**config.mk**
```make
export PLATFORM = sky130hd
export DESIGN_NAME = hsl_ctrl
export DESIGN_NICKNAME = d
export VERILOG_FILES = /design/src/sv/hsl_pkg.sv /design/src/sv/hsl_ctrl.sv
export SDC_FILE = /design/constraint.sdc
export NUM_CORES = 1
export LEC_CHECK = 0
export ABC_AREA = 1
export BUFFER_PORTS_ARGS = -buffer_cell sky130_fd_sc_hd__buf_2
export CAP_MARGIN = 30
export CORE_AREA = 3 3 40 42
export CTS_CLUSTER_SIZE = 14
export DETAILED_ROUTE_END_ITERATION = 10
export DIE_AREA = 0 0 43 45
export HOLD_SLACK_MARGIN = 0.1
export PLACE_DENSITY_LB_ADDON = 0.1
export SLEW_MARGIN = 30
export SYNTH_ARGS = -nofsm -noshare
export SYNTH_HDL_FRONTEND = slang
export SYNTH_SLANG_ARGS = --single-unit
export TNS_END_PERCENT = 100
```
**constraint.sdc**
```tcl
create_clock -name clk -period 1.3 [get_ports clk]
set_clock_uncertainty 0.05 [all_clocks]
set_input_delay 0.39 -clock clk [delete_from_list [all_inputs] [get_ports clk]]
set_output_delay 0.39 -clock clk [all_outputs]
set_load 0.01 [all_outputs]
```
**src/sv/hsl_pkg.sv**
```systemverilog
`default_nettype none

package hsl_pkg;

	// Default fraction width: 1 << FRAC_BITS_DEF stands for 1.0.
	localparam int FRAC_BITS_DEF = 12;

	localparam int HUE_W = 12;
	localparam int REG_W = 13;
	localparam int CH_W  = 5;
	localparam int PIX_W = 16;

	localparam int CFG_IDX_W = 1;
	localparam logic [CFG_IDX_W-1:0] CFG_SAT   = 1'b0;
	localparam logic [CFG_IDX_W-1:0] CFG_LIGHT = 1'b1;

	localparam logic [REG_W-1:0] SAT_RST   = 13'd4096;
	localparam logic [REG_W-1:0] LIGHT_RST = 13'd2048;

	localparam logic [CH_W-1:0] CH_MAX = 5'd31;
	localparam logic ALPHA = 1'b1;

	// Register stages from input to output.
	localparam int NSTG = 5;

	// Color lanes.
	localparam int NLANE = 3;
	localparam int LANE_RED   = 0;
	localparam int LANE_GREEN = 1;
	localparam int LANE_BLUE  = 2;

endpackage

`default_nettype wire

```
**src/sv/hsl_ctrl.sv**
```systemverilog
`default_nettype none

module hsl_ctrl import hsl_pkg::*; (
	input  wire logic            clk,
	input  wire logic            arst_n,
	input  wire logic            in_valid,
	input  wire logic            out_ready,
	output logic                 in_ready,
	output logic                 out_valid,
	output logic [NSTG-1:0]      en
);
	logic [NSTG-1:0] vld_q;
	logic [NSTG:0]   rdy;

	// A stage may load when it is empty or its word moves on in the same cycle.
	always_comb begin
		rdy[NSTG] = out_ready;
		for (int k = NSTG - 1; k >= 0; k--) begin
			rdy[k] = !vld_q[k] || rdy[k+1];
		end
	end

	always_ff @(posedge clk or negedge arst_n) begin
		if (!arst_n) begin
			vld_q <= '0;
		end else begin
			if (rdy[0]) begin
				vld_q[0] <= in_valid;
			end
			for (int k = 1; k < NSTG; k++) begin
				if (rdy[k]) begin
					vld_q[k] <= vld_q[k-1];
				end
			end
		end
	end

	assign en        = rdy[NSTG-1:0];
	assign in_ready  = rdy[0];
	assign out_valid = vld_q[NSTG-1];

endmodule

`default_nettype wire

```
==> impl_metrics.toml <==
[min_path]
worstHoldStart = "in_valid"
hold_path_depth = 3
hold_class = "input port to flip-flop"

[layout]
multi_input_area_um2 = 82.58
regMostFlops = "vld_q"
synthToLayoutAreaGrowth_pct = 76.74
largest_reg_flops = 5
fin_nets = 44
seqCellArea_um2 = 125.1
reg.largest.list = "vld_q: 5 flops"
n_fill_cell = 142
n_antenna_cell = 0
final_cell_area_um2 = 380.4
fin_cells = 54
drive_gt1_frac = 0.5385

[status]
violations = "negative setup slack"
status = "finished, violations left"

[clocking]
htreeDepth = 1
clk_latency_ns = 0.24
cts.clk_slew.worst_paths_ns = 0.04
numCtsBuffers = 3
cts_root_buffer = "clkbuf_4"
cts_buffer_depth = 2
cts_sinks = 5
cts_tree = "done"

[placement]
place_hpwl_um = 335.6
port_buffers = 10
gp_congestion = 0.7083
placed_area_um2 = 299.0
place_inst = 47

[die]
fp.dieH_um = 45
io_pins = 11
coreArea_um2 = 1285
initial_core_util = 0.1675
die-area_um2 = 1935
rows = 13
die_w_um = 43

[global_route]
grt_pass1_vias = 200
antenna_found_initial = 0
grt_first_pass_wirelength_um = 793
grt_max_degree = 6
grt_overflow = 0
track_usage = 0.06266

[synthesis]
yosys-top-cells-area = "dfrtp_1, inv_1, nand2_1"
synth_top_family_by_area = "simple AND/OR/NAND/NOR gates"
synth_xor_area_frac = 0
synthMuxAreaShare = 0
netlist.area_leader.share = 0.5814
ys_types = 7
yosysSeqAreaShare = 0.5814
synth_compound_area_frac = 0
ys.flop_type = "dfrtp_1"
synth_simple_gate_area_frac = 0.2791
ys.warnings.count = 0
async_flop_share = 1.000
ys_ff_latch = 5
synth_edf_count = 0
synthAdderAreaFrac = 0
syn_inst = 22
avgSynthCellArea_um2 = 9.782
syn_area_um2 = 215.2
yosysTopAreaCell = "dfrtp_1"
syn_nets = 26
synth_commonest_cells = "inv_1, nand2_1, dfrtp_1"

[worst_setup_path]
path_buf_inv = 1
critical_path.top_delay_family = "flip-flops"
critPathMaxStageDelay_ns = 0.38
crit_path_end_kind = "primary output"
cp-start-kind = "flip-flop"
cp.arrival_ns = 1.09
cp-startpoint = "vld_q[3]$_DFFE_PN0P_"
cp_slowest_cell = "dfrtp_1"
rr_worst_depth = 4
cp.depth = 4
rr_startpoint = "vld_q[4]$_DFFE_PN0P_"
crit_required_ns = 0.86
crit_chain = "nand3_4 > nor2_4 > nand3_4 > buf_6"
cp_max_fo = 4
cpMostUsedCell = "nand3_4"
critical_path_class = "flip-flop to primary output"

[drt]
wirelength_um = 439
wire_per_inst_um = 8.130
antenna_left = 0
drc_errors = 0
num_vias = 200
vias_per_cell = 3.704
drt_iter0_markers = 1
first_pass_iters = 2

[power_and_ir_drop]
p_per_area_nw_per_um2 = 1300
ir_drop_v = 0.0006380
leakage_nw = 0.1925

[timing]
finalSetupViolCount = 7
setup_ws_ns = -0.2288
slew_headroom = 0.9068
grt_setup_unrepaired = "yes"
fmax_mhz = 654.1
period_minus_slack_ns = 1.529
tightest_slew_ns = 0.1395
slew_viol_final = 0
fin_crit_sh = 1.176
finalHoldViolCount = 0

[run]
maxCapViolations = 0
report_power, final:
| part | internal, mW | switching, mW | leakage (nW) | total [mW] |
|---|---|---|---|---|
| Clock | 0.116 | 0.0620 | 0.0150 | 0.178 |
| Combinational | 0.0641 | 0.0625 | 0.125 | 0.127 |
| Sequential | 0.175 | 0.0154 | 0.0520 | 0.190 |
layout make-up:
class	count	share of cell area
multi-input combinational	10	0.2171
sequential	5	0.3289
inverter	6	0.05921
tap	15	0.04934
timing repair buffer	14	0.2763
clock buffer	4	0.06908
per-stage QoR:
step	setup TNS, ns	worst slack, ns	power [mW]	utilization	hold WS (ns)
floorplan	-0.08290	-0.08290	0.2570	-	0.04441
global placement	-0.6375	-0.1740	0.2921	0.2327	0.1643
detailed placement	-0.6835	-0.1871	0.2933	0.2327	0.1626
CTS	-1.449	-0.2516	0.5032	0.2921	0.2820
global route	-1.699	-0.2974	0.5346	0.2960	0.2796
finish	-1.328	-0.2288	0.4945	0.2960	0.2849
cells by family (layout without fill, tap and decap cells):
group                  Yosys count  after routing
AND/OR/NAND/NOR                 10             10
buffers and inverters            7             24
flip-flops                       5              5
repair_timing:
item / in CTS / in global routing
endpoints found under the hold margin: 5 / 0
hold buffers: 1 / 0
endpoints found under the setup margin: 7 / 7
pin swaps: 2 / 0
buffers inserted: 2 / 0
resized for setup: 5 / 1
routing by layer:
metal / global-route usage / routed length, µm / up-vias / share of wire
li1: - / - / 98 / -
met1: 0.05109 / 159 / 87 / 0.36
met2: 0.09880 / 203 / 13 / 0.46
met3: 0.04781 / 66 / 2 / 0.15
met4: 0.05422 / 9 / 0 / 0.021
met5: 0 / 0 / - / 0
cells in the final DEF (no fill, tap or decap), types with 2 or more instances in the layout:
cell / synthesis / final
buf_2: 0 / 7
inv_1: 6 / 5
nand2_1: 6 / 5
dfrtp_1: 5 / 5
buf_6: 0 / 4
clkbuf_4: 0 / 3
nand3_4: 0 / 2
buf_4: 1 / 2
path summary, 6_finish.rpt:
path,slack [ns],end
worst max-delay path,-0.23,en[0]
worst min-delay path,0.28,vld_q[0]$_DFFE_PN0P_
worst max register to register,0.38,vld_q[4]$_DFFE_PN0P_
worst min register to register,0.44,vld_q[3]$_DFFE_PN0P_
max in group asynchronous,0.62,vld_q[0]$_DFFE_PN0P_
min in group asynchronous,0.45,vld_q[4]$_DFFE_PN0P_
worst min-delay path: cells and delay by family:
kind                   cells  cell delay (ns)
AND/OR/NAND/NOR            1             0.05
buffers and inverters      2             0.10
Note: power is estimated with default switching activity, not from simulation.
