**src/sv/hsl_pkg.sv**
```systemverilog
`default_nettype none

package hsl_pkg;

	// Default fraction width: 1 << FRAC_BITS_DEF stands for 1.0.
	localparam int FRAC_BITS_DEF = 12;

	localparam int HUE_W = 12;
	localparam int REG_W = 13;
	localparam int CH_W  = 5;
	localparam int PIX_W = 16;

	localparam int CFG_IDX_W = 1;
	localparam logic [CFG_IDX_W-1:0] CFG_SAT   = 1'b0;
	localparam logic [CFG_IDX_W-1:0] CFG_LIGHT = 1'b1;

	localparam logic [REG_W-1:0] SAT_RST   = 13'd4096;
	localparam logic [REG_W-1:0] LIGHT_RST = 13'd2048;

	localparam logic [CH_W-1:0] CH_MAX = 5'd31;
	localparam logic ALPHA = 1'b1;

	// Register stages from input to output.
	localparam int NSTG = 5;

	// Color lanes.
	localparam int NLANE = 3;
	localparam int LANE_RED   = 0;
	localparam int LANE_GREEN = 1;
	localparam int LANE_BLUE  = 2;

endpackage

`default_nettype wire

```
**src/sv/hsl_cfg.sv**
```systemverilog
`default_nettype none

module hsl_cfg import hsl_pkg::*; #(
	parameter int FRAC_BITS = FRAC_BITS_DEF
) (
	input  wire logic                   clk,
	input  wire logic                   arst_n,
	input  wire logic                   we,
	input  wire logic [CFG_IDX_W-1:0]   index,
	input  wire logic [REG_W-1:0]       data,
	output logic      [FRAC_BITS:0]     sat,
	output logic      [FRAC_BITS:0]     light
);
	localparam int CW = FRAC_BITS + 1;
	localparam int LW = (REG_W > CW) ? REG_W : CW;
	localparam logic [LW-1:0] ONE_L = LW'(1) << FRAC_BITS;

	logic [REG_W-1:0] sat_q;
	logic [REG_W-1:0] light_q;
	logic [LW-1:0]    sat_x;
	logic [LW-1:0]    light_x;

	always_ff @(posedge clk or negedge arst_n) begin
		if (!arst_n) begin
			sat_q   <= SAT_RST;
			light_q <= LIGHT_RST;
		end else if (we) begin
			case (index)
				CFG_SAT: begin
					sat_q <= data;
				end
				CFG_LIGHT: begin
					light_q <= data;
				end
				default: begin
				end
			endcase
		end
	end

	// Values above one are used as one.
	assign sat_x   = LW'(sat_q);
	assign light_x = LW'(light_q);
	assign sat     = (sat_x > ONE_L) ? CW'(ONE_L) : CW'(sat_x);
	assign light   = (light_x > ONE_L) ? CW'(ONE_L) : CW'(light_x);

endmodule

`default_nettype wire

```
**config.mk**
```make
export PLATFORM = sky130hd
export DESIGN_NAME = hsl_cfg
export DESIGN_NICKNAME = d
export VERILOG_FILES = /design/src/sv/hsl_pkg.sv /design/src/sv/hsl_cfg.sv
export SDC_FILE = /design/constraint.sdc
export NUM_CORES = 1
export LEC_CHECK = 0
export BUFFER_PORTS_ARGS = -buffer_cell sky130_fd_sc_hd__buf_2
export CAP_MARGIN = 5
export CORE_MARGIN = 5
export CORE_UTILIZATION = 52
export CTS_BUF_LIST = sky130_fd_sc_hd__clkbuf_16
export CTS_CLUSTER_SIZE = 25
export DETAILED_ROUTE_END_ITERATION = 7
export PLACE_DENSITY = 0.92
export SLEW_MARGIN = 10
export SYNTH_ARGS = -nofsm -noshare
export SYNTH_HDL_FRONTEND = slang
export SYNTH_SLANG_ARGS = --single-unit
```
**constraint.sdc**
```tcl
create_clock -name clk -period 1.9 [get_ports clk]
set_clock_uncertainty 0.05 [all_clocks]
set_input_delay 0.19 -clock clk [delete_from_list [all_inputs] [get_ports clk]]
set_output_delay 0.19 -clock clk [all_outputs]
set_load 0.02 [all_outputs]
```
==> impl_summary.txt <==
----------------------------------------------------
[Pwr]
  Net Sw Frac ... 26.4%
  Clock group share of total power ... 34.8%
  Pwr per Cell Area ... 1120 nW/um^2
  Total internal power ... 1.25 mW
  Combinational share of power ... 23.7%
  Peak supply drop ... 0.682 mV
  Power dissipated by switching net loads ... 449 uW
  Share of total power in sequential cells ... 41.5%
  Power after layout ... 1.70 mW
  Standby leakage power ... 0.757 nW

[Die]
  Core footprint ... 2190 um^2
  Initial cell density of the core ... 54.4%
  Placement row count ... 17
  Number of top-level design ports ... 43
  Height of the die ... 57.9 um
  Overall die area ... 3350 um^2
  Overall die width ... 57.9 um

[STA]
  Worst Tran Pin Value ... 578 ps
  Worst max-slew margin expressed relative to the limit ... 61.4%
  Min Clock Period, post-route ... 1450 ps
  Endpoints failing setup ... 0
  Setup repair after global routing missed its margin ... no
  Worst hold-check slack ... 130 ps
  Period utilisation layout ... 76.5%
  Total count of max-transition violations in the final report ... 0
  Summed negative setup slack over all endpoints ... 0 ps
  Hold Violations, Final ... 0
  Achievable frequency ... 0.688 GHz

[Route]
  Routed vias ... 774
  DR WL/cell ... 16.4 um
  Antenna Violating Nets Remaining ... 0
  DRC Markers ... 0
  Post-detailed-route via-to-cell ratio ... 5.06
  Router iterations before antenna repair ... 4
  Count of routing violations after the opening detailed-route iteration ... 6
  Wire length after detailed routing ... 2500 um

[Clocking]
  Clock H-tree levels ... 1
  Count of cells resized by post-cts repair ... 0
  Post-CTS Hold Fix Bufs ... 1
  Number of sinks on the clock net ... 26
  Clk Latency, worst-skew pair ... 250 ps
  CTS clock-pin slew for the worst setup and hold paths ... 60 ps
  Setup bufs post-CTS ... 0
  Cell chosen for the clock root ... clkbuf_16
  Num CTS Buffers ... 3
  Clock Tree Buf Depth ... 2
  CTS tree ... done

[Run status]
  Result of the run ... complete, no violations

[Synth]
  Synth Area per Inst ... 14.2 um^2
  Gate Count Post-Synth ... 84
  Post-Syn Area ... 1190 um^2
  Nets in the synthesized netlist ... 101
  Most area-hungry cell type in the Yosys netlist ... dfrtp_1
  Sequential share of the synthesized area ... 54.8%
  Synth unique cells ... 9
  Cell types with the largest area share after synthesis ... dfrtp_1, mux2_2, mux2_4
  Count of yosys warnings during synthesis ... 0
  Total of flip-flops plus latches after synthesis ... 26
  Fraction of synthesized cell area taken by the top area cell type ... 50.4%

[Critical path]
  Kind of cell with the highest combined delay on the critical path ... flip-flops
  Startpoint kind of the worst setup timing path ... flip-flop
  Worst Setup Path Type ... flip-flop to primary output
  Endpoint required time on the critical path ... 1660 ps
  Largest incremental delay on the critical path ... 540 ps
  Worst path buffer plus inverter count ... 1
  Critical-path cell list ... nor2b_1 > buf_2
  Data arrival time of the critical path ... 1210 ps
  Maximum net fanout on the critical path ... 14
  CP endpoint kind ... primary output
  Highest-delay cell along the critical path ... dfrtp_1

[Global route]
  Overall Global Routing Usage ... 16.6%
  First-pass GRT wire length ... 4120 um
  Antenna violations before repair ... 0
  Number of global-route vias before repair ... 825
  Pin count of the biggest net entering global routing ... 27
  Total congestion overflow ... 0

[Placed design]
  Placed cell count ... 148
  Final weighted congestion in routability-driven placement ... 0.745
  HPWL after DPL ... 1770 um
  Placed instance area ... 1400 um^2
  # port buffers ... 42

[Final layout]
  Layout filler cell count ... 151
  Share of post-route cells with drive strength above 1 ... 60.8%
  Relative area change from synthesis to final layout ... 27.1%
  Post-route non-filler standard cell count ... 153
  Post-route design area ... 1510 um^2
  ANT cells ... 0
  Final net count ... 143

[Worst hold path]
  Hold/Removal Path Class ... input pin to flip-flop

[Job]
  Maximum Capacitance Violations ... 0

----------------------------------------------------
-- synth_stat cells, drive strengths merged --
| cell | n |
|---|---|
| buf | 2 |
| dfstp | 2 |
| mux2 | 26 |
| nor2b | 25 |
| nand2 | 1 |
| clkbuf | 4 |
| dfrtp | 24 |
-- power by group through the flow --
stage               logic (mW)  clock network [mW]  registers, mW
floorplan                0.298                   0          0.678
global placement         0.392                   0          0.706
detailed placement       0.403                   0          0.713
CTS                      0.409               0.604          0.705
global route             0.433               0.626          0.715
finish                   0.403               0.592          0.705
-- metal layers --
layer / global-route usage, % / share of wire, % / vias to the layer above / wire length (um)
met5: 0 / 0 / - / 0
met4: 8.61 / 2.2 / 0 / 55
met3: 4.01 / 6.7 / 4 / 167
met2: 27.7 / 52 / 30 / 1300
met1: 19.7 / 39 / 381 / 979
li1: - / - / 359 / -
-- final cells by class --
class	instances	area [um^2]	area share, %
clock buffer	3	75.1	4.96
clock inverter	1	30.0	1.98
multi-input combinational	52	500	33.1
sequential	26	653	43.1
tap	28	35.0	2.31
timing repair buffer	43	220	14.5
-- cells in the final DEF (no fill, tap or decap) --
cell / instances
buf_2: 42
dlygate4sd3_1: 1
nor2b_1: 24
nor2b_4: 1
nand2_2: 1
mux2_2: 16
clkbuf_16: 3
dfrtp_1: 24
bufinv_16: 1
mux2_4: 10
dfstp_2: 2
-- worst paths after layout --
| check | from | cells past startpoint | to | slack (ps) |
|---|---|---|---|---|
| max | light_q[12]$_DFFE_PN0P_ | 2 | light[2] | 450 |
| min | data[5] | 2 | light_q[5]$_DFFE_PN0P_ | 130 |
| min in group asynchronous | arst_n | 2 | light_q[9]$_DFFE_PN0P_ | 420 |
| min reg2reg | sat_q[1]$_DFFE_PN0P_ | 1 | sat_q[1]$_DFFE_PN0P_ | 450 |
| max in group asynchronous | arst_n | 2 | sat_q[8]$_DFFE_PN0P_ | 1010 |
| max reg2reg | light_q[12]$_DFFE_PN0P_ | 1 | light_q[12]$_DFFE_PN0P_ | 870 |
-- sequential cells by signal, summed over array words and instances (netlist names) --
signal / count
sat_q: 13
light_q: 13
-- cell families (layout without fill, tap and decap cells) --
kind of cell,count (synthesis),count (layout),share of synthesized area (%)
and+or+nand+nor,26,26,14.3
DFF,26,26,54.8
buffers and inverters,6,47,3.15
muxes,26,26,27.7
-- metrics by stage --
stage | util, % | setup WS [ps]
floorplan | - | 699
global placement | 63.8 | 690
detailed placement | 63.8 | 645
CTS | 69.1 | 432
global route | 69.1 | 384
finish | 69.1 | 446
Power figures use the tool's default switching activity.
