## src/sv/hsl_pkg.sv

```systemverilog
`default_nettype none

package hsl_pkg;

	// Default fraction width: 1 << FRAC_BITS_DEF stands for 1.0.
	localparam int FRAC_BITS_DEF = 12;

	localparam int HUE_W = 12;
	localparam int REG_W = 13;
	localparam int CH_W  = 5;
	localparam int PIX_W = 16;

	localparam int CFG_IDX_W = 1;
	localparam logic [CFG_IDX_W-1:0] CFG_SAT   = 1'b0;
	localparam logic [CFG_IDX_W-1:0] CFG_LIGHT = 1'b1;

	localparam logic [REG_W-1:0] SAT_RST   = 13'd4096;
	localparam logic [REG_W-1:0] LIGHT_RST = 13'd2048;

	localparam logic [CH_W-1:0] CH_MAX = 5'd31;
	localparam logic ALPHA = 1'b1;

	// Register stages from input to output.
	localparam int NSTG = 5;

	// Color lanes.
	localparam int NLANE = 3;
	localparam int LANE_RED   = 0;
	localparam int LANE_GREEN = 1;
	localparam int LANE_BLUE  = 2;

endpackage

`default_nettype wire

```

## src/sv/hsl_lane.sv

```systemverilog
`default_nettype none

module hsl_lane import hsl_pkg::*; #(
	parameter int FRAC_BITS = FRAC_BITS_DEF
) (
	input  wire logic               clk,
	input  wire logic [2:0]         en,
	input  wire logic [FRAC_BITS:0] d,
	input  wire logic [FRAC_BITS:0] base,
	input  wire logic [FRAC_BITS:0] x,
	output logic      [CH_W-1:0]    ch_s5
);
	localparam int CW = FRAC_BITS + 1;
	localparam int NW = 2 * FRAC_BITS + 2;
	localparam int SW = NW + 5;
	localparam int QW = SW - 2 * FRAC_BITS;

	logic [2*CW-1:0] prod_s3;
	logic [CW-1:0]   base_s3;
	logic [NW-1:0]   num_s4;
	logic [SW-1:0]   scaled;
	logic [QW-1:0]   q;

	always_ff @(posedge clk) begin
		if (en[0]) begin
			prod_s3 <= d * x;
			base_s3 <= base;
		end
	end

	// Channel numerator in units of one squared: base*ONE + (m2-m1)*x.
	always_ff @(posedge clk) begin
		if (en[1]) begin
			num_s4 <= (NW'(base_s3) << FRAC_BITS) + NW'(prod_s3);
		end
	end

	// Times 31, then drop the fraction bits.
	assign scaled = (SW'(num_s4) << 5) - SW'(num_s4);
	assign q      = QW'(scaled >> (2 * FRAC_BITS));

	always_ff @(posedge clk) begin
		if (en[2]) begin
			ch_s5 <= (q > QW'(CH_MAX)) ? CH_MAX : CH_W'(q);
		end
	end

endmodule

`default_nettype wire

```

## config.mk

```make
export PLATFORM = sky130hd
export DESIGN_NAME = hsl_lane
export DESIGN_NICKNAME = d
export VERILOG_FILES = /design/src/sv/hsl_pkg.sv /design/src/sv/hsl_lane.sv
export SDC_FILE = /design/constraint.sdc
export NUM_CORES = 1
export LEC_CHECK = 0
export BUFFER_PORTS_ARGS = -buffer_cell sky130_fd_sc_hd__buf_4
export CAP_MARGIN = 5
export CORE_UTILIZATION = 50
export CTS_CLUSTER_SIZE = 20
export DETAILED_ROUTE_END_ITERATION = 8
export GPL_TIMING_DRIVEN = 0
export PLACE_DENSITY_LB_ADDON = 0.15
export SLEW_MARGIN = 20
export SYNTH_ARGS = -nofsm -noshare
export SYNTH_HDL_FRONTEND = slang
export SYNTH_SLANG_ARGS = --single-unit
```

## constraint.sdc

```tcl
create_clock -name clk -period 6.05 [get_ports clk]
set_clock_uncertainty 0.15 [all_clocks]
set_input_delay 0.3025 -clock clk [delete_from_list [all_inputs] [get_ports clk]]
set_output_delay 0.3025 -clock clk [all_outputs]
set_load 0.02 [all_outputs]
```

==> flow_summary.yaml, run 1 <==
finish:
  diodes: 0
  area_growth_pct: 10.4
  multi_input_area_um2: 6120
  final_cell_mix: "205 x inv_1, 122 x fa_1, 111 x nand2_1, 105 x ha_1, 78 x and2_1"
  drive_gt1_frac: 0.0755
  layout.nets: 1259
  stdcell_count: 1219
  ff_latch_area_um2: 2100
  final_cell_area_um2: 10000
  layout_commonest_cell: "inv_1"
  fillCellCount: 1575
cts:
  clock_latency_ps: 320
  cts_sinks: 70
  cts.path.max_buffers: 2
  cts_root_buffer: "clkbuf_16"
  htree_num_levels: 3
  cts_inserted_buffers: 9
  cts_setup_buffers: 0
  cts_tree: "yes"
  path_clk_slew_ps: 50
logic_synthesis:
  synth_top_family_by_area: "adder cells"
  synth_mux_area_frac: 0.00220
  synthCells: 934
  synth_adder_area_share: 0.413
  ys_warn_count: 0
  synthXorXnorAreaFrac: 0.0279
  ys_seq_area_frac: 0.231
  synthSimpleGateAreaFrac: 0.148
  synth_edf_count: 70
  syn_nets: 1204
  synth_compound_area_frac: 0.0814
  netlist_area_um2: 9100
  synth_ff_type: "edfxtp_1"
  synth-seq-cells: 70
  ys_types: 57
  synthArstFlopShare: 0
  synth.avg_cell_area_um2: 9.74
critical_path:
  crit_slowest_cell: "fa_1"
  crit_fanout: 10
  path_cells: "buf_4 > clkbuf_1 > and2_1 > fa_1 > fa_1 > fa_1 > fa_1 > inv_1 > fa_1 > inv_1 > ha_1 > a2111oi_0 > o21ai_1 > a32oi_1 > o21ai_1 > a31oi_1 > mux2i_1 > o2111ai_1"
  cp.required_ps: 5950
  end_kind: "flip-flop"
  max_stage_delay_ps: 540
  start_kind: "primary input"
  worstPathArrival_ps: 5690
  path_class: "primary input to flip-flop"
  cpMostUsedCell: "fa_1"
global_route:
  grtUsageMet1: 0.280
  grtUsageTotal: 0.208
  grt_use_met3: 0.0267
  grt_pass1_wl_um: 30100
  grt-busiest-layer: "met2"
  overflow: 0
  use_met2: 0.357
  grt_max_degree: 40
  grt_pass1_vias: 6453
  antenna_found_initial: 0
sta:
  period_share: 0.957
  finalSetupTns_ps: 0
  rsz0062_at_grt: "no"
  setup_viol: 0
  finalHoldViolations: 0
  min_period_ps: 5790
  worstMarginPinSlew_ps: 543
  fmax_mhz: 173
  slew_headroom: 0.638
  slew_violations: 0
detailed_routing:
  dr_total_vias: 6213
  first_pass_iters: 4
  vias_per_cell: 5.10
  drc: 0
  totalWireLength_um: 17400
  first_iter_violations: 284
  antenna_left: 0
  wire_per_inst_um: 14.2
pwr:
  p_per_area_nw_per_um2: 501
  p_int_uw: 2790
  leakagePower_uw: 0.00494
  power_frac_seq: 0.193
  power_frac_comb: 0.709
  clkPwrFrac: 0.097
  peakVddDrop_mv: 0.300
  p_sw_uw: 2240
  p_sw_frac: 0.445
placement:
  dp_hpwl_um: 14900
  dpl.cell_count: 1206
  routabilityCongestion: 0.911
  placed_cell_area_um2: 9730
  io_buffer_count: 47
die:
  ios: 48
  die_x_um: 137
  start_util: 0.519
  chipHeight_um: 137
  core_region_area_um2: 17500
  die-area_um2: 18700
  rows: 48
outcome:
  status: "finished, final reports clean"
flow_run:
  drv_cap: 0
worst_hold_path:
  hp-class: "primary input to flip-flop"
[routing by layer]
layer,share of wire,vias up
met5,0,-
met4,0.011,0
met3,0.050,19
met2,0.47,157
met1,0.47,2942
li1,-,3095
[per-stage QoR]
stage / power, µW / utilization / hold WS [ps] / setup WS [ps]
2_1_floorplan: 3830 / - / 250 / 463
3_3_place_gp: 4510 / 0.555 / 255 / -169
3_5_place_dp: 4560 / 0.555 / 255 / -144
4_1_cts: 5080 / 0.574 / 0.253 / 198
6_report: 5030 / 0.573 / 13.5 / 263
5_1_grt: 5640 / 0.573 / 1.60 / 6.05
[synthesized netlist by cell type, types with 2 or more instances]
master / number / area (µm²)
a211oi_1: 5 / 37.5
fa_1: 122 / 2440
o21a_1: 4 / 30.0
nor2_1: 27 / 101
nand3_1: 11 / 55.1
edfxtp_1: 70 / 2100
xor2_1: 7 / 61.3
nand4_1: 5 / 31.3
a21boi_1: 2 / 15.0
nor3_1: 9 / 45.0
ha_1: 105 / 1310
o21ai_0: 9 / 45.0
a41o_1: 2 / 20.0
nand2_1: 111 / 417
o211ai_1: 2 / 15.0
inv_1: 205 / 769
a31o_2: 2 / 17.5
xnor2_1: 22 / 193
nand2b_1: 3 / 18.8
o21bai_1: 4 / 30.0
a2111oi_0: 2 / 17.5
nor4_1: 6 / 37.5
nor3b_1: 3 / 22.5
buf_2: 2 / 10.0
and3_1: 6 / 37.5
mux2i_1: 2 / 20.0
o41a_1: 3 / 33.8
clkbuf_1: 26 / 97.6
and4_1: 2 / 17.5
and3b_1: 2 / 17.5
a21oi_1: 23 / 115
a21o_1: 15 / 113
a31oi_1: 6 / 37.5
or4_4: 2 / 22.5
o21ai_1: 8 / 40.0
and2_1: 78 / 488
[registers in the layout, summed over array words and instances, names as in the netlist]
signal and cells:
ch_s5 5, base_s3 13, prod_s3 26, num_s4 26
[worst max-delay path, delay by kind of cell]
family / cells / cell delay, ps
AOI/OAI and AO/OA: 6 / 1500
adders and majority gates: 6 / 2800
and+or+nand+nor: 1 / 220
buffers and inverters: 4 / 600
muxes: 1 / 250
[worst paths after layout]
path	slack, ps	cells after the start	startpoint	endpoint
worst min register to register	270	0	prod_s3[9]$_DFFE_PP_	num_s4[9]$_DFFE_PP_
worst max register to register	3100	8	num_s4[2]$_DFFE_PP_	ch_s5[1]$_SDFFCE_PN1P_
worst min-delay path	10	1	base[0]	base_s3[0]$_DFFE_PP_
worst max-delay path	260	18	x[10]	prod_s3[22]$_DFFE_PP_
[power by group through the flow]
stage | Clock, µW | Combinational [µW] | Sequential, µW
2_1_floorplan | 0 | 2860 | 971
5_1_grt | 519 | 4130 | 992
6_report | 490 | 3570 | 973
4_1_cts | 500 | 3610 | 976
3_3_place_gp | 0 | 3530 | 979
3_5_place_dp | 0 | 3580 | 983
[area by class of cell]
cell class	instances	share of cell area
multi-input combinational	631	0.609
sequential	70	0.209
inverter	205	0.0766
timing repair buffer	53	0.0411
tap	225	0.0280
clock buffer	12	0.0235
buffer	19	0.00784
clock inverter	4	0.00473
[repair_timing]
item	4_1_cts	5_1_grt
hold buffers	5	1
resized for setup	0	8
endpoints found under the setup margin	0	3
endpoints found under the hold margin	5	1
[logic make-up (layout without fill, tap and decap cells)]
logic type	Yosys count	count (layout)
AO/OA/AOI/OAI	103	103
XOR/XNOR	29	29
adder cells (fa/ha/maj)	227	227
buffers and inverters	233	293
flip-flops	70	70
multiplexers	2	2
AND/OR/NAND/NOR	270	270
Note: power is estimated with default switching activity, not from simulation.
==> run 2, diff against run 1 <==
--- a/config.mk
+++ b/config.mk
@@ -5,6 +5,7 @@
 export SDC_FILE = /design/constraint.sdc
 export NUM_CORES = 1
 export LEC_CHECK = 0
+export ABC_AREA = 1
 export BUFFER_PORTS_ARGS = -buffer_cell sky130_fd_sc_hd__buf_4
 export CAP_MARGIN = 5
 export CORE_UTILIZATION = 50
==> run 2 against run 1 <==
Utilization decreased by 0.053 points. Synthesized cell count increased by 36%. Sequential share of layout area decreased by 2.2 points.
==> flow_summary.yaml, run 2 <==
detailed_routing:
  wire_per_inst_um: 13.2
  first_pass_iters: 7
  dr_total_vias: 7860
  vias_per_cell: 4.88
  drc: 0
  first_iter_violations: 505
  totalWireLength_um: 21300
  antenna_left: 0
critical_path:
  crit_slowest_cell: "clkbuf_1"
  worstPathArrival_ps: 5240
  end_kind: "flip-flop"
  r2r-start: "base_s3[0]$_DFFE_PP_"
  cpMostUsedCell: "fa_1"
  cp.required_ps: 5990
  critPathLaunch: "d[4]"
  path_cells: "buf_4 > clkbuf_1 > nand2_1 > fa_1 > inv_1 > fa_1 > fa_1 > fa_1 > inv_1 > fa_1 > inv_1 > ha_1 > nand2_1 > inv_2 > nand2_1 > nor3_1 > nand3_1 > nand4_1 > nand2_1"
  start_kind: "primary input"
  ff2ff_path_depth: 10
  crit_fanout: 10
  path_class: "primary input to flip-flop"
  max_stage_delay_ps: 570
placement:
  dp_hpwl_um: 18300
  routabilityCongestion: 0.911
  io_buffer_count: 47
logic_synthesis:
  synthArstFlopShare: 0
  netlist_area_um2: 10100
  yosysMostFrequentCell: "nand2_1"
  ys_seq_area_frac: 0.209
  synth_top_area_share: 0.243
  ys_top_cells_by_count: "362 x nand2_1, 349 x inv_1, 122 x fa_1"
  ys_top_cells_by_area: "fa_1 24%, edfxtp_1 21%, nand2_1 14%"
  synth_ff_type: "edfxtp_1"
  ys_warn_count: 0
  ys_types: 37
  synth-seq-cells: 70
  synth_edf_count: 70
  synth.avg_cell_area_um2: 7.91
  synthCells: 1272
  syn_nets: 1542
  yosysTopAreaCell: "fa_1"
global_route:
  antenna_found_initial: 0
  overflow: 0
  grt_pass1_vias: 7944
  grt_max_degree: 40
  grt_pass1_wl_um: 36800
  grtUsageTotal: 0.230
sta:
  slew_headroom: 0.513
  finalSetupTns_ps: 0
  period_share: 0.875
  finalHoldViolations: 0
  slew_violations: 0
  min_period_ps: 5300
  rsz0062_at_grt: "no"
  setup_viol: 0
  worstMarginPinSlew_ps: 730
  fmax_mhz: 189
cts:
  path_clk_slew_ps: 60
  cts_setup_buffers: 0
  clock_latency_ps: 330
  cts_tree: "yes"
  cts_root_buffer: "clkbuf_16"
  cts.path.max_buffers: 2
  cts_sinks: 70
  cts_inserted_buffers: 9
  htree_num_levels: 3
finish:
  final_cell_mix: "362 x nand2_1, 349 x inv_1, 122 x fa_1, 105 x ha_1, 70 x edfxtp_1"
  layout_commonest_cell: "nand2_1"
  diodes: 0
  drive_gt1_frac: 0.0698
  layout.nets: 1612
  fin_util: 0.572
  fillCellCount: 1876
  area_growth_pct: 11.5
  largestRegisters: "num_s4: 26 flops, prod_s3: 26 flops, base_s3: 13 flops"
worst_hold_path:
  holdCritStartpoint: "base[4]"
  whs_path_depth: 1
  hp-class: "primary input to flip-flop"
pwr:
  p_sw_frac: 0.500
  p_int_uw: 2900
  clkPwrFrac: 0.106
  peakVddDrop_mv: 0.356
  power_frac_comb: 0.725
  p_sw_uw: 2900
  p_per_area_nw_per_um2: 517
  power_frac_seq: 0.168
  leakagePower_uw: 0.00635
die:
  die_x_um: 144
  die-area_um2: 20700
  start_util: 0.513
  chipHeight_um: 144
  core_region_area_um2: 19600
  ios: 48
  rows: 51
flow_run:
  drv_cap: 0
outcome:
  status: "finished, final reports clean"
==> run 2: worst paths after layout <==
path | slack (ps) | end
setup / recovery | 750 | prod_s3[25]$_DFFE_PP_
hold / removal | 5 | base_s3[4]$_DFFE_PP_
setup reg to reg | 3770 | num_s4[24]$_DFFE_PP_
hold reg to reg | 270 | num_s4[0]$_DFFE_PP_
==> run 2: cell type report <==
class / instances / area [µm²] / share of cell area
clock inverters: 7 / 128 / 0.0114
flip-flops and latches: 70 / 2100 / 0.187
repair buffers: 59 / 473 / 0.0422
plain buffers: 26 / 97.6 / 0.00870
multi-input cells: 821 / 6530 / 0.582
inverters: 355 / 1330 / 0.119
clock buffers: 9 / 225 / 0.0201
well taps: 265 / 332 / 0.0296
==> run 2: cells by family (layout without fill, tap and decap cells) <==
family	count (synthesis)	after routing	synth area share
adders and majority gates	227	227	0.373
buffers and inverters	381	456	0.142
DFF	70	70	0.209
and+or+nand+nor	490	490	0.202
xor gates and xnor gates	30	30	0.0261
AOI/OAI and AO/OA	74	74	0.0473
==> run 2: repair_timing <==
item,4_1_cts,5_1_grt
endpoints found under the setup margin,0,0
hold buffers,12,0
gates resized for setup,0,0
endpoints found under the hold margin,12,0
==> run 2: metal layers <==
layer  up-vias  wire [µm]  global-route usage
met5         -          0                   0
met4         0        711              0.0901
met3        41        887              0.0223
met2       163      10700               0.412
met1      3720       9050               0.282
li1       3936          -                   -
==> run 2: critical path: cells and delay by family <==
family,cells,cell delay (ps)
buffers and inverters,6,910
adder cells (fa/ha/maj),6,2960
AND/OR/NAND/NOR,7,1030
==> run 2: per-stage QoR <==
stage                     area, µm²  setup slack [ps]  hold slack, ps  std cells  power [µW]
final                         11200               754            4.86       1612        5800
after global routing          11200               442            3.09       1612        6530
after CTS                     11200               818           0.665       1612        5850
after detailed placement      10700               476             255       1584        5200
after global placement        10700               464             252       1584        5180
after floorplan               10100              1230             250       1272        4290
==> run 2: power by group through the flow <==
stage	clock network, µW	logic (µW)	registers (µW)
after floorplan	0	3310	973
after global placement	0	4200	984
after detailed placement	0	4210	988
after CTS	624	4250	981
after global routing	645	4890	996
final	618	4210	978
==> run 3, diff against run 2 <==
--- a/config.mk
+++ b/config.mk
@@ -8,7 +8,7 @@
 export ABC_AREA = 1
 export BUFFER_PORTS_ARGS = -buffer_cell sky130_fd_sc_hd__buf_4
 export CAP_MARGIN = 5
-export CORE_UTILIZATION = 50
+export CORE_UTILIZATION = 45
 export CTS_CLUSTER_SIZE = 20
 export DETAILED_ROUTE_END_ITERATION = 8
 export GPL_TIMING_DRIVEN = 0
==> run 3 against run 2 <==
Global-route usage fell by 2.4 points. Register-to-register slack got worse by 50 ps. First-iteration DRC count fell by 16%. Utilization fell by 6.0 points. Clock-buffer cell count did not move. Maximum frequency rose by 1.3%. Clock power fell by 7.1%. Sequential share of layout area barely moved. Critical endpoint unchanged. Largest power group unchanged.
==> flow_summary.yaml, run 3 (synthesized netlist as in run 2, its figures left out) <==
outcome:
  status: "finished, final reports clean"
finish:
  final_cell_mix: "362 x nand2_1, 349 x inv_1, 122 x fa_1, 105 x ha_1, 70 x edfxtp_1"
  drive_gt1_frac: 0.0697
  layout.nets: 1613
  largestRegisters: "num_s4: 26 flops, prod_s3: 26 flops, base_s3: 13 flops"
  stdcell_count: 1628
  ff_latch_area_um2: 2100
  layout_commonest_cell: "nand2_1"
  area_growth_pct: 11.6
  multi_input_area_um2: 6530
  fillCellCount: 2141
  diodes: 0
sta:
  rsz0062_at_grt: "no"
  period_share: 0.864
  slew_headroom: 0.529
  fmax_mhz: 191
  finalHoldViolations: 0
  finalSetupTns_ps: 0
  setup_viol: 0
  slew_violations: 0
  min_period_ps: 5230
  worstMarginPinSlew_ps: 706
cts:
  ctsHoldBuffers: 13
  cts_tree: "yes"
  htree_num_levels: 3
  cts_setup_buffers: 0
  cts.path.max_buffers: 2
  cts_resized: 0
  cts_inserted_buffers: 9
  cts_root_buffer: "clkbuf_16"
  path_clk_slew_ps: 60
  clock_latency_ps: 330
  cts_sinks: 70
pwr:
  p_per_area_nw_per_um2: 516
  peakVddDrop_mv: 0.326
  power_uw: 5790
  leakagePower_uw: 0.00634
die:
  start_util: 0.459
  die-area_um2: 23000
  die_x_um: 151
  core_region_area_um2: 21900
  chipHeight_um: 151
  ios: 48
  rows: 54
global_route:
  overflow: 0
  antenna_found_initial: 0
  grt_pass1_vias: 7742
  grtUsageTotal: 0.205
  grt_pass1_wl_um: 36500
  grt_max_degree: 40
placement:
  dpl.cell_count: 1599
  io_buffer_count: 47
  routabilityCongestion: 0.879
  dp_hpwl_um: 18600
critical_path:
  path_class: "primary input to flip-flop"
  path_cells: "buf_4 > clkbuf_1 > nand2_1 > fa_1 > fa_1 > inv_1 > fa_1 > fa_1 > inv_1 > fa_1 > inv_1 > ha_1 > nand2_1 > inv_2 > nand2_1 > nor3_1 > nand3_1 > nand4_1 > nand2_1"
  start_kind: "primary input"
  cpMostUsedCell: "fa_1"
  crit_slowest_cell: "fa_1"
  critPathTopFamily: "adder cells"
  end_kind: "flip-flop"
  cp.required_ps: 5980
  worst-path-buf-inv: 6
  crit_fanout: 10
  max_stage_delay_ps: 550
  ff2ff_setup_slack_ps: 3720
  worstPathArrival_ps: 5160
detailed_routing:
  first_pass_iters: 5
  totalWireLength_um: 21700
  dr_total_vias: 7798
  antenna_left: 0
  first_iter_violations: 424
  drc: 0
  vias_per_cell: 4.79
  wire_per_inst_um: 13.3
worst_hold_path:
  hp-class: "primary input to flip-flop"
flow_run:
  drv_cap: 0
[run 3: cell types whose count changed in the layout (fill, tap and decap cells not counted), sizes merged]
cell	before	now
dlygate4sd3	12	13
clkinvlp	0	1
bufinv	3	2
[run 3: stage by stage]
stage | util | setup slack, ps | hold WS [ps] | area [µm²]
floorplan | - | 1230 | 250 | 10100
global placement | 0.492 | 506 | 250 | 10800
detailed placement | 0.492 | 483 | 255 | 10800
CTS | 0.513 | 824 | 56.0 | 11200
global route | 0.513 | 603 | 58.5 | 11200
finish | 0.513 | 820 | 67.5 | 11200
[run 3: area by class of cell]
type                       count  share of cell area
multi-input combinational    821               0.582
sequential                    70               0.187
inverter                     355               0.119
timing repair buffer          60              0.0430
tap                          280              0.0312
clock buffer                   9              0.0201
clock inverter                 7             0.00937
buffer                        26             0.00870
[run 3: report_power, final]
group	internal (µW)	leakage [µW]	switching, µW
Sequential	901	0.000677	80.3
Combinational	1600	0.00550	2640
Clock	367	0.000159	207
[run 3: metal layers]
metal,wire length (µm),part of all wire,track usage,up-vias
met5,0,0,0,-
met4,429,0.020,0.0559,0
met3,452,0.021,0.0210,25
li1,-,-,-,3943
met1,9870,0.45,0.261,3717
met2,11000,0.50,0.370,113
[run 3: path summary, 6_finish.rpt]
check / from / cells after the start / endpoint
max: d[7] / 19 / prod_s3[25]$_DFFE_PP_
min: en[2] / 1 / ch_s5[3]$_SDFFCE_PN1P_
max reg2reg: base_s3[0]$_DFFE_PP_ / 10 / num_s4[22]$_DFFE_PP_
min reg2reg: prod_s3[7]$_DFFE_PP_ / 0 / num_s4[7]$_DFFE_PP_
[run 3: worst register-to-register path: cells and delay by family (launching register included)]
family / cells / cell delay (ps)
AOI/OAI and AO/OA: 2 / 290
xor gates and xnor gates: 1 / 210
adders and majority gates: 2 / 630
buffers and inverters: 1 / 80
DFF: 1 / 380
and+or+nand+nor: 4 / 420
